==> src/rtl/kmsh_pkg.sv <==
// Package for the key matrix scanner: types, constants and the key code ROM.
`default_nettype none
package kmsh_pkg;

    localparam int ROWS_DEF  = 7;
    localparam int COLS_DEF  = 16;
    localparam int REPORT_BYTES_DEF = 8;
    localparam int TBL_ROWS  = 7;
    localparam int TBL_COLS  = 16;
    localparam int NORMAL_SLOTS = 6;

    localparam logic [6:0] MAX_TOTAL_RESET  = 7'd14;
    localparam logic [2:0] MAX_NORMAL_RESET = 3'd6;

    localparam logic [0:0] REG_MAX_TOTAL  = 1'b0;
    localparam logic [0:0] REG_MAX_NORMAL = 1'b1;

    localparam logic [3:0] MOD_NIBBLE = 4'he;

    typedef struct packed {
        logic [2:0]  row;
        logic [15:0] first_sample;
        logic [15:0] second_sample;
    } in_item_t;

    typedef struct packed {
        logic [7:0] modifiers;
        logic [7:0] reserved_byte;
        logic [7:0] key_slot_one;
        logic [7:0] key_slot_two;
        logic [7:0] key_slot_three;
        logic [7:0] key_slot_four;
        logic [7:0] key_slot_five;
        logic [7:0] key_slot_six;
    } out_item_t;

    typedef enum logic [2:0] {
        ST_IDLE,
        ST_LOAD,
        ST_WALK,
        ST_FINISH,
        ST_OUT
    } state_t;

    // Position table (pos_index) and HID code table (hid_code), as two separate lookups.
    function automatic logic [7:0] pos_index(input logic [2:0] r, input logic [3:0] c);
        logic [7:0] v;
        v = 8'd0;
        case ({r, c})
            7'h00: v = 8'd1;   7'h01: v = 8'd112; 7'h02: v = 8'd113; 7'h03: v = 8'd6;
            7'h04: v = 8'd7;   7'h05: v = 8'd13;  7'h06: v = 8'd119; 7'h07: v = 8'd80;
            7'h08: v = 8'd85;  7'h09: v = 8'd75;  7'h0a: v = 8'd76;  7'h0c: v = 8'd120;
            7'h0d: v = 8'd12;  7'h0f: v = 8'd58;
            7'h10: v = 8'd131; 7'h11: v = 8'd132; 7'h12: v = 8'd133; 7'h13: v = 8'd50;
            7'h14: v = 8'd51;  7'h15: v = 8'd56;  7'h16: v = 8'd129; 7'h17: v = 8'd79;
            7'h18: v = 8'd105; 7'h19: v = 8'd89;  7'h1a: v = 8'd84;  7'h1c: v = 8'd123;
            7'h1d: v = 8'd55;  7'h1e: v = 8'd62;
            7'h20: v = 8'd46;  7'h21: v = 8'd47;  7'h22: v = 8'd48;  7'h23: v = 8'd49;
            7'h24: v = 8'd52;  7'h25: v = 8'd53;  7'h26: v = 8'd54;  7'h28: v = 8'd100;
            7'h29: v = 8'd95;  7'h2a: v = 8'd90;  7'h2c: v = 8'd43;  7'h2d: v = 8'd42;
            7'h2f: v = 8'd64;
            7'h30: v = 8'd110; 7'h31: v = 8'd45;  7'h32: v = 8'd115; 7'h33: v = 8'd35;
            7'h34: v = 8'd36;  7'h35: v = 8'd117; 7'h37: v = 8'd83;  7'h38: v = 8'd104;
            7'h39: v = 8'd99;  7'h3a: v = 8'd61;  7'h3c: v = 8'd122; 7'h3d: v = 8'd41;
            7'h3e: v = 8'd60;
            7'h40: v = 8'd31;  7'h41: v = 8'd32;  7'h42: v = 8'd33;  7'h43: v = 8'd34;
            7'h44: v = 8'd37;  7'h45: v = 8'd38;  7'h46: v = 8'd39;  7'h47: v = 8'd108;
            7'h48: v = 8'd103; 7'h49: v = 8'd98;  7'h4a: v = 8'd93;  7'h4b: v = 8'd57;
            7'h4c: v = 8'd29;  7'h4d: v = 8'd40;  7'h4e: v = 8'd59;
            7'h50: v = 8'd16;  7'h51: v = 8'd30;  7'h52: v = 8'd114; 7'h53: v = 8'd21;
            7'h54: v = 8'd22;  7'h55: v = 8'd28;  7'h56: v = 8'd118; 7'h57: v = 8'd107;
            7'h58: v = 8'd102; 7'h59: v = 8'd97;  7'h5a: v = 8'd92;  7'h5b: v = 8'd44;
            7'h5c: v = 8'd15;  7'h5d: v = 8'd27;
            7'h60: v = 8'd17;  7'h61: v = 8'd18;  7'h62: v = 8'd19;  7'h63: v = 8'd20;
            7'h64: v = 8'd23;  7'h65: v = 8'd24;  7'h66: v = 8'd25;  7'h67: v = 8'd106;
            7'h68: v = 8'd101; 7'h69: v = 8'd96;  7'h6a: v = 8'd91;  7'h6c: v = 8'd14;
            7'h6d: v = 8'd26;  7'h6e: v = 8'd125; 7'h6f: v = 8'd126;
            default: v = 8'd0;
        endcase
        return v;
    endfunction

    function automatic logic [7:0] hid_code(input logic [7:0] p);
        logic [7:0] v;
        v = 8'h00;
        case (p)
            8'd1: v = 8'h35;   8'd2: v = 8'h1e;   8'd3: v = 8'h1f;   8'd4: v = 8'h20;
            8'd5: v = 8'h21;   8'd6: v = 8'h22;   8'd7: v = 8'h23;   8'd8: v = 8'h24;
            8'd9: v = 8'h25;   8'd10: v = 8'h26;  8'd11: v = 8'h27;  8'd12: v = 8'h2d;
            8'd13: v = 8'h2e;  8'd15: v = 8'h2a;  8'd16: v = 8'h2b;  8'd17: v = 8'h14;
            8'd18: v = 8'h1a;  8'd19: v = 8'h08;  8'd20: v = 8'h15;  8'd21: v = 8'h17;
            8'd22: v = 8'h1c;  8'd23: v = 8'h18;  8'd24: v = 8'h0c;  8'd25: v = 8'h12;
            8'd26: v = 8'h13;  8'd27: v = 8'h2f;  8'd28: v = 8'h30;  8'd29: v = 8'h31;
            8'd30: v = 8'h39;  8'd31: v = 8'h04;  8'd32: v = 8'h16;  8'd33: v = 8'h07;
            8'd34: v = 8'h09;  8'd35: v = 8'h0a;  8'd36: v = 8'h0b;  8'd37: v = 8'h0d;
            8'd38: v = 8'h0e;  8'd39: v = 8'h0f;  8'd40: v = 8'h33;  8'd41: v = 8'h34;
            8'd43: v = 8'h28;  8'd44: v = 8'he1;  8'd46: v = 8'h1d;  8'd47: v = 8'h1b;
            8'd48: v = 8'h06;  8'd49: v = 8'h19;  8'd50: v = 8'h05;  8'd51: v = 8'h11;
            8'd52: v = 8'h10;  8'd53: v = 8'h36;  8'd54: v = 8'h37;  8'd55: v = 8'h38;
            8'd57: v = 8'he1;  8'd58: v = 8'he4;  8'd59: v = 8'hff;  8'd60: v = 8'he2;
            8'd61: v = 8'h2c;  8'd62: v = 8'he6;  8'd64: v = 8'he4;  8'd75: v = 8'h49;
            8'd76: v = 8'h4c;  8'd79: v = 8'h50;  8'd83: v = 8'h52;  8'd84: v = 8'h51;
            8'd89: v = 8'h4f;  8'd90: v = 8'h53;  8'd91: v = 8'h24;  8'd92: v = 8'h21;
            8'd93: v = 8'h1e;  8'd95: v = 8'h54;  8'd96: v = 8'h25;  8'd97: v = 8'h22;
            8'd98: v = 8'h1f;  8'd99: v = 8'h27;  8'd100: v = 8'h55; 8'd101: v = 8'h26;
            8'd102: v = 8'h23; 8'd103: v = 8'h20; 8'd104: v = 8'h36; 8'd105: v = 8'h56;
            8'd106: v = 8'h57; 8'd108: v = 8'h2a; 8'd110: v = 8'h2a; 8'd112: v = 8'h3a;
            8'd113: v = 8'h3b; 8'd114: v = 8'h3c; 8'd115: v = 8'h3d; 8'd116: v = 8'h3e;
            8'd117: v = 8'h3f; 8'd118: v = 8'h40; 8'd119: v = 8'h41; 8'd120: v = 8'h42;
            8'd121: v = 8'h43; 8'd122: v = 8'h68; 8'd123: v = 8'h69; 8'd124: v = 8'h46;
            8'd127: v = 8'he3; 8'd129: v = 8'h65;
            default: v = 8'h00;
        endcase
        return v;
    endfunction

endpackage
`default_nettype wire

==> src/rtl/kmsh_ghost_check.sv <==
// Ghost test for one candidate key against the keys already taken this frame and the key limits.
`default_nettype none
module kmsh_ghost_check #(
    parameter int ROWS = kmsh_pkg::ROWS_DEF,
    parameter int COLS = kmsh_pkg::COLS_DEF,
    parameter int RW   = (ROWS > 1) ? $clog2(ROWS) : 1,
    parameter int CW   = (COLS > 1) ? $clog2(COLS) : 1
) (
    input  wire logic [ROWS-1:0][COLS-1:0] key_map,
    input  wire logic [RW-1:0]             r,
    input  wire logic [CW-1:0]             c,
    input  wire logic [6:0]                map_count,
    input  wire logic [6:0]                total_keys,
    input  wire logic [2:0]                normal_keys,
    input  wire logic [6:0]                max_total,
    input  wire logic [2:0]                max_normal,
    output logic                           ghost
);
    logic [COLS-1:0] cbit;
    logic [COLS-1:0] row_map;
    logic [COLS-1:0] above_or;
    logic [COLS-1:0] lower_cols;
    logic            rect_a;
    logic            col_hit_above;

    always_comb begin
        cbit     = COLS'(1) << c;
        row_map  = key_map[r];
        above_or = '0;
        rect_a   = 1'b0;
        col_hit_above = 1'b0;
        for (int i = 0; i < ROWS; i++) begin
            if (RW'(i) < r) begin
                above_or = above_or | key_map[i];
                if ((key_map[i] & cbit) != '0) begin
                    col_hit_above = 1'b1;
                    if (((key_map[i] | row_map) & ~cbit) != '0) begin
                        rect_a = 1'b1;
                    end
                end
            end
        end
        lower_cols = cbit - COLS'(1);
        ghost = 1'b0;
        if (map_count >= 7'd2) begin
            if (total_keys > max_total || normal_keys > max_normal) begin
                ghost = 1'b1;
            end else if (rect_a) begin
                ghost = 1'b1;
            end else if ((row_map & lower_cols) != '0) begin
                if (((row_map & lower_cols & above_or) != '0) || col_hit_above) begin
                    ghost = 1'b1;
                end
            end
        end
    end
endmodule
`default_nettype wire

==> src/rtl/key_matrix_scan_to_hid_report_top.sv <==
// Top level of the key matrix scanner that builds HID boot keyboard reports.
// Each row beat passes the accepting idle state, one load state, one walk step per column
// through the shared ghost/key unit and one finish state; only idle takes a new beat. The
// finish state loads the output register while no earlier report is held, untaken; on
// the closing row it also compares the report and waits there while one is held, untaken.
`default_nettype none
module key_matrix_scan_to_hid_report_top #(
    parameter int ROWS = kmsh_pkg::ROWS_DEF,
    parameter int COLS = kmsh_pkg::COLS_DEF
) (
    input  wire logic               aclk,
    input  wire logic               aresetn,
    input  wire logic               s_valid,
    output logic                    s_ready,
    input  wire kmsh_pkg::in_item_t s_data,
    output logic                    m_valid,
    input  wire logic               m_ready,
    output kmsh_pkg::out_item_t     m_data,
    input  wire logic               cfg_we,
    input  wire logic [0:0]         cfg_index,
    input  wire logic [6:0]         cfg_data
);
    localparam int RW = (ROWS > 1) ? $clog2(ROWS) : 1;
    localparam int CW = (COLS > 1) ? $clog2(COLS) : 1;

    kmsh_pkg::state_t state_reg, state_next;

    logic [6:0] max_total_reg;
    logic [2:0] max_normal_reg;
    logic [ROWS-1:0][COLS-1:0] deb_reg;
    logic [ROWS-1:0][COLS-1:0] map_reg, map_next;
    logic [6:0] map_count_reg, map_count_next;
    logic [6:0] total_reg, total_next;
    logic [2:0] normal_reg, normal_next;
    logic [7:0] mods_reg, mods_next;
    logic [5:0][7:0] slots_reg, slots_next;
    logic       ghost_seen_reg, ghost_seen_next;
    logic [63:0] last_reg;
    logic [2:0]  row_in_reg;
    logic [15:0] first_reg, second_reg;
    logic [COLS-1:0] v_reg, v_next;
    logic [CW-1:0] col_reg, col_next;
    kmsh_pkg::out_item_t out_reg;
    logic m_valid_reg;

    logic [RW-1:0] r;
    logic ghost;
    logic [7:0] code;
    logic [2:0] limit;
    logic [63:0] packed_rep;
    logic [COLS-1:0] vin;
    logic [COLS-1:0] drow;
    logic [2:0] lrow;
    logic [3:0] lcol;

    assign r = row_in_reg[RW-1:0];
    assign s_ready = (state_reg == kmsh_pkg::ST_IDLE);
    assign m_valid = m_valid_reg;
    assign m_data  = out_reg;

    kmsh_ghost_check #(.ROWS(ROWS), .COLS(COLS), .RW(RW), .CW(CW)) u_ghost (
        .key_map    (map_reg),
        .r          (r),
        .c          (col_reg),
        .map_count  (map_count_reg),
        .total_keys (total_reg),
        .normal_keys(normal_reg),
        .max_total  (max_total_reg),
        .max_normal (max_normal_reg),
        .ghost      (ghost)
    );

    always_comb begin
        lrow = 3'(r);
        lcol = 4'(col_reg);
        if (int'(r) >= kmsh_pkg::TBL_ROWS) begin
            code = 8'h00;
        end else begin
            code = kmsh_pkg::hid_code(kmsh_pkg::pos_index(lrow, lcol));
        end
        limit = (max_normal_reg < 3'(kmsh_pkg::NORMAL_SLOTS)) ? max_normal_reg
                                                           : 3'(kmsh_pkg::NORMAL_SLOTS);
        packed_rep = {slots_reg[5], slots_reg[4], slots_reg[3], slots_reg[2],
                      slots_reg[1], slots_reg[0], 8'h00, mods_reg};
        vin  = ~first_reg[COLS-1:0];
        drow = deb_reg[r];
    end

    always_comb begin
        state_next      = state_reg;
        map_next        = map_reg;
        map_count_next  = map_count_reg;
        total_next      = total_reg;
        normal_next     = normal_reg;
        mods_next       = mods_reg;
        slots_next      = slots_reg;
        ghost_seen_next = ghost_seen_reg;
        v_next          = v_reg;
        col_next        = col_reg;
        case (state_reg)
            kmsh_pkg::ST_IDLE: begin
                col_next = '0;
                if (s_valid && int'(s_data.row) < ROWS) begin
                    state_next = kmsh_pkg::ST_LOAD;
                end
            end
            kmsh_pkg::ST_LOAD: begin
                if (vin != drow && first_reg != second_reg) begin
                    v_next = drow;
                end else begin
                    v_next = vin;
                end
                state_next = kmsh_pkg::ST_WALK;
            end
            kmsh_pkg::ST_WALK: begin
                if (v_reg[col_reg]) begin
                    if (ghost) begin
                        ghost_seen_next = 1'b1;
                    end else if (code[7:4] == kmsh_pkg::MOD_NIBBLE ||
                                 normal_reg < limit) begin
                        if (code[7:4] == kmsh_pkg::MOD_NIBBLE) begin
                            if (!code[3]) begin
                                mods_next = mods_reg | (8'd1 << code[2:0]);
                            end
                        end else begin
                            slots_next[normal_reg] = code;
                            normal_next = normal_reg + 3'd1;
                        end
                        map_next[r][col_reg] = 1'b1;
                        map_count_next = map_count_reg + 7'd1;
                        total_next     = total_reg + 7'd1;
                    end else begin
                        ghost_seen_next = 1'b1;
                    end
                end
                if (int'(col_reg) == COLS - 1) begin
                    state_next = kmsh_pkg::ST_FINISH;
                end else begin
                    col_next = col_reg + CW'(1);
                end
            end
            kmsh_pkg::ST_FINISH: begin
                if (int'(r) == ROWS - 1) begin
                    if (!m_valid_reg || m_ready) begin
                        state_next      = kmsh_pkg::ST_IDLE;
                        map_next        = '0;
                        map_count_next  = '0;
                        total_next      = '0;
                        normal_next     = '0;
                        mods_next       = '0;
                        slots_next      = '0;
                        ghost_seen_next = 1'b0;
                    end
                end else begin
                    state_next = kmsh_pkg::ST_IDLE;
                end
            end
            default: state_next = kmsh_pkg::ST_IDLE;
        endcase
    end

    always_ff @(posedge aclk) begin
        if (!aresetn) begin
            state_reg      <= kmsh_pkg::ST_IDLE;
            max_total_reg  <= kmsh_pkg::MAX_TOTAL_RESET;
            max_normal_reg <= kmsh_pkg::MAX_NORMAL_RESET;
            deb_reg        <= '0;
            map_reg        <= '0;
            map_count_reg  <= '0;
            total_reg      <= '0;
            normal_reg     <= '0;
            mods_reg       <= '0;
            slots_reg      <= '0;
            ghost_seen_reg <= 1'b0;
            last_reg       <= '0;
            m_valid_reg    <= 1'b0;
            col_reg        <= '0;
        end else begin
            state_reg      <= state_next;
            map_reg        <= map_next;
            map_count_reg  <= map_count_next;
            total_reg      <= total_next;
            normal_reg     <= normal_next;
            mods_reg       <= mods_next;
            slots_reg      <= slots_next;
            ghost_seen_reg <= ghost_seen_next;
            col_reg        <= col_next;
            if (cfg_we) begin
                if (cfg_index == kmsh_pkg::REG_MAX_TOTAL) begin
                    max_total_reg <= cfg_data;
                end else begin
                    max_normal_reg <= cfg_data[2:0];
                end
            end
            if (state_reg == kmsh_pkg::ST_LOAD && vin != drow && first_reg == second_reg) begin
                deb_reg[r] <= vin;
            end
            if (state_reg == kmsh_pkg::ST_FINISH && int'(r) == ROWS - 1 &&
                (!m_valid_reg || m_ready) && !ghost_seen_reg && packed_rep != last_reg) begin
                last_reg    <= packed_rep;
                m_valid_reg <= 1'b1;
            end else if (m_valid_reg && m_ready) begin
                m_valid_reg <= 1'b0;
            end
        end
    end

    always_ff @(posedge aclk) begin
        v_reg <= v_next;
        if (s_valid && s_ready) begin
            row_in_reg <= s_data.row;
            first_reg  <= s_data.first_sample;
            second_reg <= s_data.second_sample;
        end
        if (state_reg == kmsh_pkg::ST_FINISH && (!m_valid_reg || m_ready)) begin
            out_reg.modifiers      <= mods_reg;
            out_reg.reserved_byte  <= 8'h00;
            out_reg.key_slot_one   <= slots_reg[0];
            out_reg.key_slot_two   <= slots_reg[1];
            out_reg.key_slot_three <= slots_reg[2];
            out_reg.key_slot_four  <= slots_reg[3];
            out_reg.key_slot_five  <= slots_reg[4];
            out_reg.key_slot_six   <= slots_reg[5];
        end
    end
endmodule
`default_nettype wire

==> config.mk <==
export PLATFORM = sky130hd
export DESIGN_NAME = key_matrix_scan_to_hid_report_top
export DESIGN_NICKNAME = d
export VERILOG_FILES = /design/src/rtl/kmsh_pkg.sv /design/src/rtl/kmsh_ghost_check.sv /design/src/rtl/key_matrix_scan_to_hid_report_top.sv
export SDC_FILE = /design/constraint.sdc
export NUM_CORES = 1
export LEC_CHECK = 0
export ABC_AREA = 1
export BUFFER_PORTS_ARGS = -buffer_cell sky130_fd_sc_hd__buf_2
export CAP_MARGIN = 20
export CORE_MARGIN = 1
export CORE_UTILIZATION = 38
export CTS_BUF_LIST = sky130_fd_sc_hd__clkbuf_8
export DETAILED_ROUTE_END_ITERATION = 12
export SLEW_MARGIN = 10
export SYNTH_ARGS = -nofsm -noshare
export SYNTH_HDL_FRONTEND = slang
export SYNTH_SLANG_ARGS = --single-unit
==> constraint.sdc <==
create_clock -name aclk -period 6.63 [get_ports aclk]
set_input_delay 0.3315 -clock aclk [delete_from_list [all_inputs] [get_ports aclk]]
set_output_delay 0.3315 -clock aclk [all_outputs]
set_load 0.01 [all_outputs]
==> out/results.ini <==
[run_status]
status=finished clean

[timing]
fin_skew_ns=0.0362
worst_slack_ns=1.11
worst-slew-pin-transition_ns=1.23
drv_slew=0
post-route-period-util_pct=83.3
tns_ns=0
finalHoldViolations=0
period_minus_slack_ns=5.52
slew_headroom_pct=17.6
fmax_mhz=181
rsz0062_at_grt=no
finalSetupViolCount=0

[global_route]
grt_remaining_overflow=0
use_met3_pct=5.96
grt_busiest_layer=met2
grt_pass1_vias=26400
grt_pass1_wl_um=156000
use_met2_pct=39.3
grt_max_degree=121
grtUsageTotal_pct=26.5
met1_usage_pct=36.9
antenna_found_initial=1

[synth]
synth_seq_cells=478
synthArstFlopShare_pct=0
syn_area_um2=27800
syn_avg_cell_area_um2=6.92
syn_inst=4012
synth-seq-area-share_pct=38.3
synth_edf_count=107
synth_warnings=0
ys_types=49
synth_ff_type=dfxtp_1

[finish]
drive_gt1_share_pct=9.19
nets=4168
syn_to_final_growth_pct=11.9

[detailed_routing]
drt_pass1_iterations=7
antenna_left=0
wl_um=101000
post-route-drc-count=0
via_per_inst=5.61
drt_iter0_markers=3420
wl_per_cell_um=19.8
vias=28600

[worst_setup_path]
reg2reg_from=col_reg[1]$_SDFFE_PN0P_
cp-start-kind=flop
crit_path_end_kind=flop
worstRegToRegCells=28
cp_common_cell=nand2_1
max_stage_delay_ns=0.65
cp_slowest_cell=dfxtp_1
cp.arrival_ns=6.13
path_max_fanout=76
r2r_slack_ns=1.11
crit_start=col_reg[1]$_SDFFE_PN0P_
required_ns=7.24
crit_type=reg2reg
cp_num_buf_inv=5
path_delay_family=simple AND/OR/NAND/NOR gates
r2r_end=map_reg[53]$_SDFFE_PN0P_

[pwr]
p_switching_uw=4000
p_leak_uw=0.0121
ir_drop_uv=251
seqPwrFrac_pct=35.0
power_density_nw_per_um2=306
comb_power_share_pct=35.5
p_sw_share_pct=42.0
clkPwrFrac_pct=29.6
p_int_uw=5520

[clocking]
htreeDepth=3
cts_buffers=86
tritoncts=built
clock_insertion_delay_worst_skew_ns=0.71
cts.repair.resized=0
clockRootBuffer=clkbuf_8
path_clk_slew_ns=0.08
cts.path.max_buffers=3
cts_sinks=478

[placed_design]
port_buffers=105
place_ws_ns=1.32
place.gp.congestion=1.00
hpwlAfterDp_um=66700

[job]
cap_violations=0

[die]
dieHeight_um=272
ioPinCount=114
die_w_um=272
die-area_um2=74100
core_um2=71900
initial_utilization_pct=38.6
rows=98

[worst_hold_path]
holdPathStages=4
hold_start=cfg_we
worstHoldEndpoint=max_normal_reg[0]$_SDFFE_PN0P_
hp-class=in2reg

==> metrics by stage <==
stage,std cells,utilization [%],total power [uW],hold slack [ns],instance area (um^2)
4_1_cts,5096,43.2,9470,0.0117,31100
3_3_place_gp,4894,40.3,6640,0.432,28900
5_1_grt,5097,43.2,9970,0.0328,31100
6_report,5097,43.2,9510,0.0422,31100
2_1_floorplan,4019,-,5520,0.420,27800
3_5_place_dp,4894,40.3,6630,0.436,28900
==> cells in the final DEF, fill, tap and decap left out, drive strengths merged, types with 42 or more instances in the layout <==
master / instances
a21oi: 524
buf: 187
clkbuf: 94
dfxtp: 371
dlygate4sd3: 42
edfxtp: 107
ha: 46
inv: 414
nand2: 903
nand3: 324
nand4: 102
nor2: 303
o21ai: 380
o22ai: 101
xnor2: 54
==> kinds of logic after synthesis <==
group,Yosys count,synth area share (%)
xor+xnor,92,2.90
simple gates,1671,25.8
buf+inv,635,9.86
flops,478,38.3
fa+ha+maj,46,2.07
compound gates,1089,21.0
other cells,1,0.0135
==> synth_stat cells, drive strengths merged (38+ instances only) <==
| cell | count | area share [%] |
|---|---|---|
| dfxtp | 371 | 27 |
| o21ai | 380 | 6.8 |
| o22ai | 101 | 2.3 |
| nand2 | 903 | 12 |
| nand3 | 324 | 6.0 |
| xnor2 | 54 | 1.7 |
| xor2 | 38 | 1.2 |
| a21oi | 524 | 9.5 |
| nor2 | 303 | 4.3 |
| nand4 | 102 | 2.3 |
| ha | 46 | 2.1 |
| buf | 118 | 2.9 |
| inv | 369 | 5.0 |
| edfxtp | 107 | 12 |
| clkbuf | 144 | 1.9 |
==> metal layers <==
metal	share of wire, %	wire length (um)	vias to the layer above
met5	0	0	-
met3	10	10500	296
met2	43	43000	1499
met4	4.1	4160	0
met1	43	43400	13100
li1	-	-	13700
==> worst reg2reg max path, delay by kind of cell, from the launching register on <==
family,cells,cell delay [ns]
DFF,1,0.65
and+or+nand+nor,21,2.82
buffers and inverters,5,1.50
adders and majority gates,1,0.28
AOI/OAI and AO/OA,1,0.19
==> cell type report <==
type,instances,area [um^2]
Inverter,373,1410
Clock buffer,94,1290
Timing Repair Buffer,229,1650
Fill cell,7612,40800
Clock inverter,66,433
Tap cell,950,1190
Antenna cell,1,2.50
Sequential cell,478,10600
Multi-Input combinational cell,2906,14500
==> how the worst max path moves through the flow <==
stage	to	slack (ns)	cells past startpoint
after floorplan	map_reg[10]$_SDFFE_PN0P_	1.97	11
after global placement	map_reg[48]$_SDFFE_PN0P_	1.42	20
after detailed placement	map_reg[53]$_SDFFE_PN0P_	1.32	28
after CTS	map_reg[53]$_SDFFE_PN0P_	1.30	28
after global routing	map_reg[83]$_SDFFE_PN0P_	0.66	30
final	map_reg[53]$_SDFFE_PN0P_	1.11	28
==> power by group through the flow <==
stage | sequential [uW] | combinational (uW) | clock [uW]
2_1_floorplan | 3360 | 2160 | 0
3_3_place_gp | 3390 | 3260 | 0
3_5_place_dp | 3390 | 3250 | 0
4_1_cts | 3330 | 3280 | 2870
5_1_grt | 3340 | 3620 | 3010
6_report | 3330 | 3370 | 2820
==> repair_timing <==
action                                  4_1_cts  5_1_grt
endpoints found under the setup margin        0        0
buffers inserted                              0        0
endpoints found under the hold margin        45        0
hold buffers                                 42        0
(Power assumes the default switching activity.)
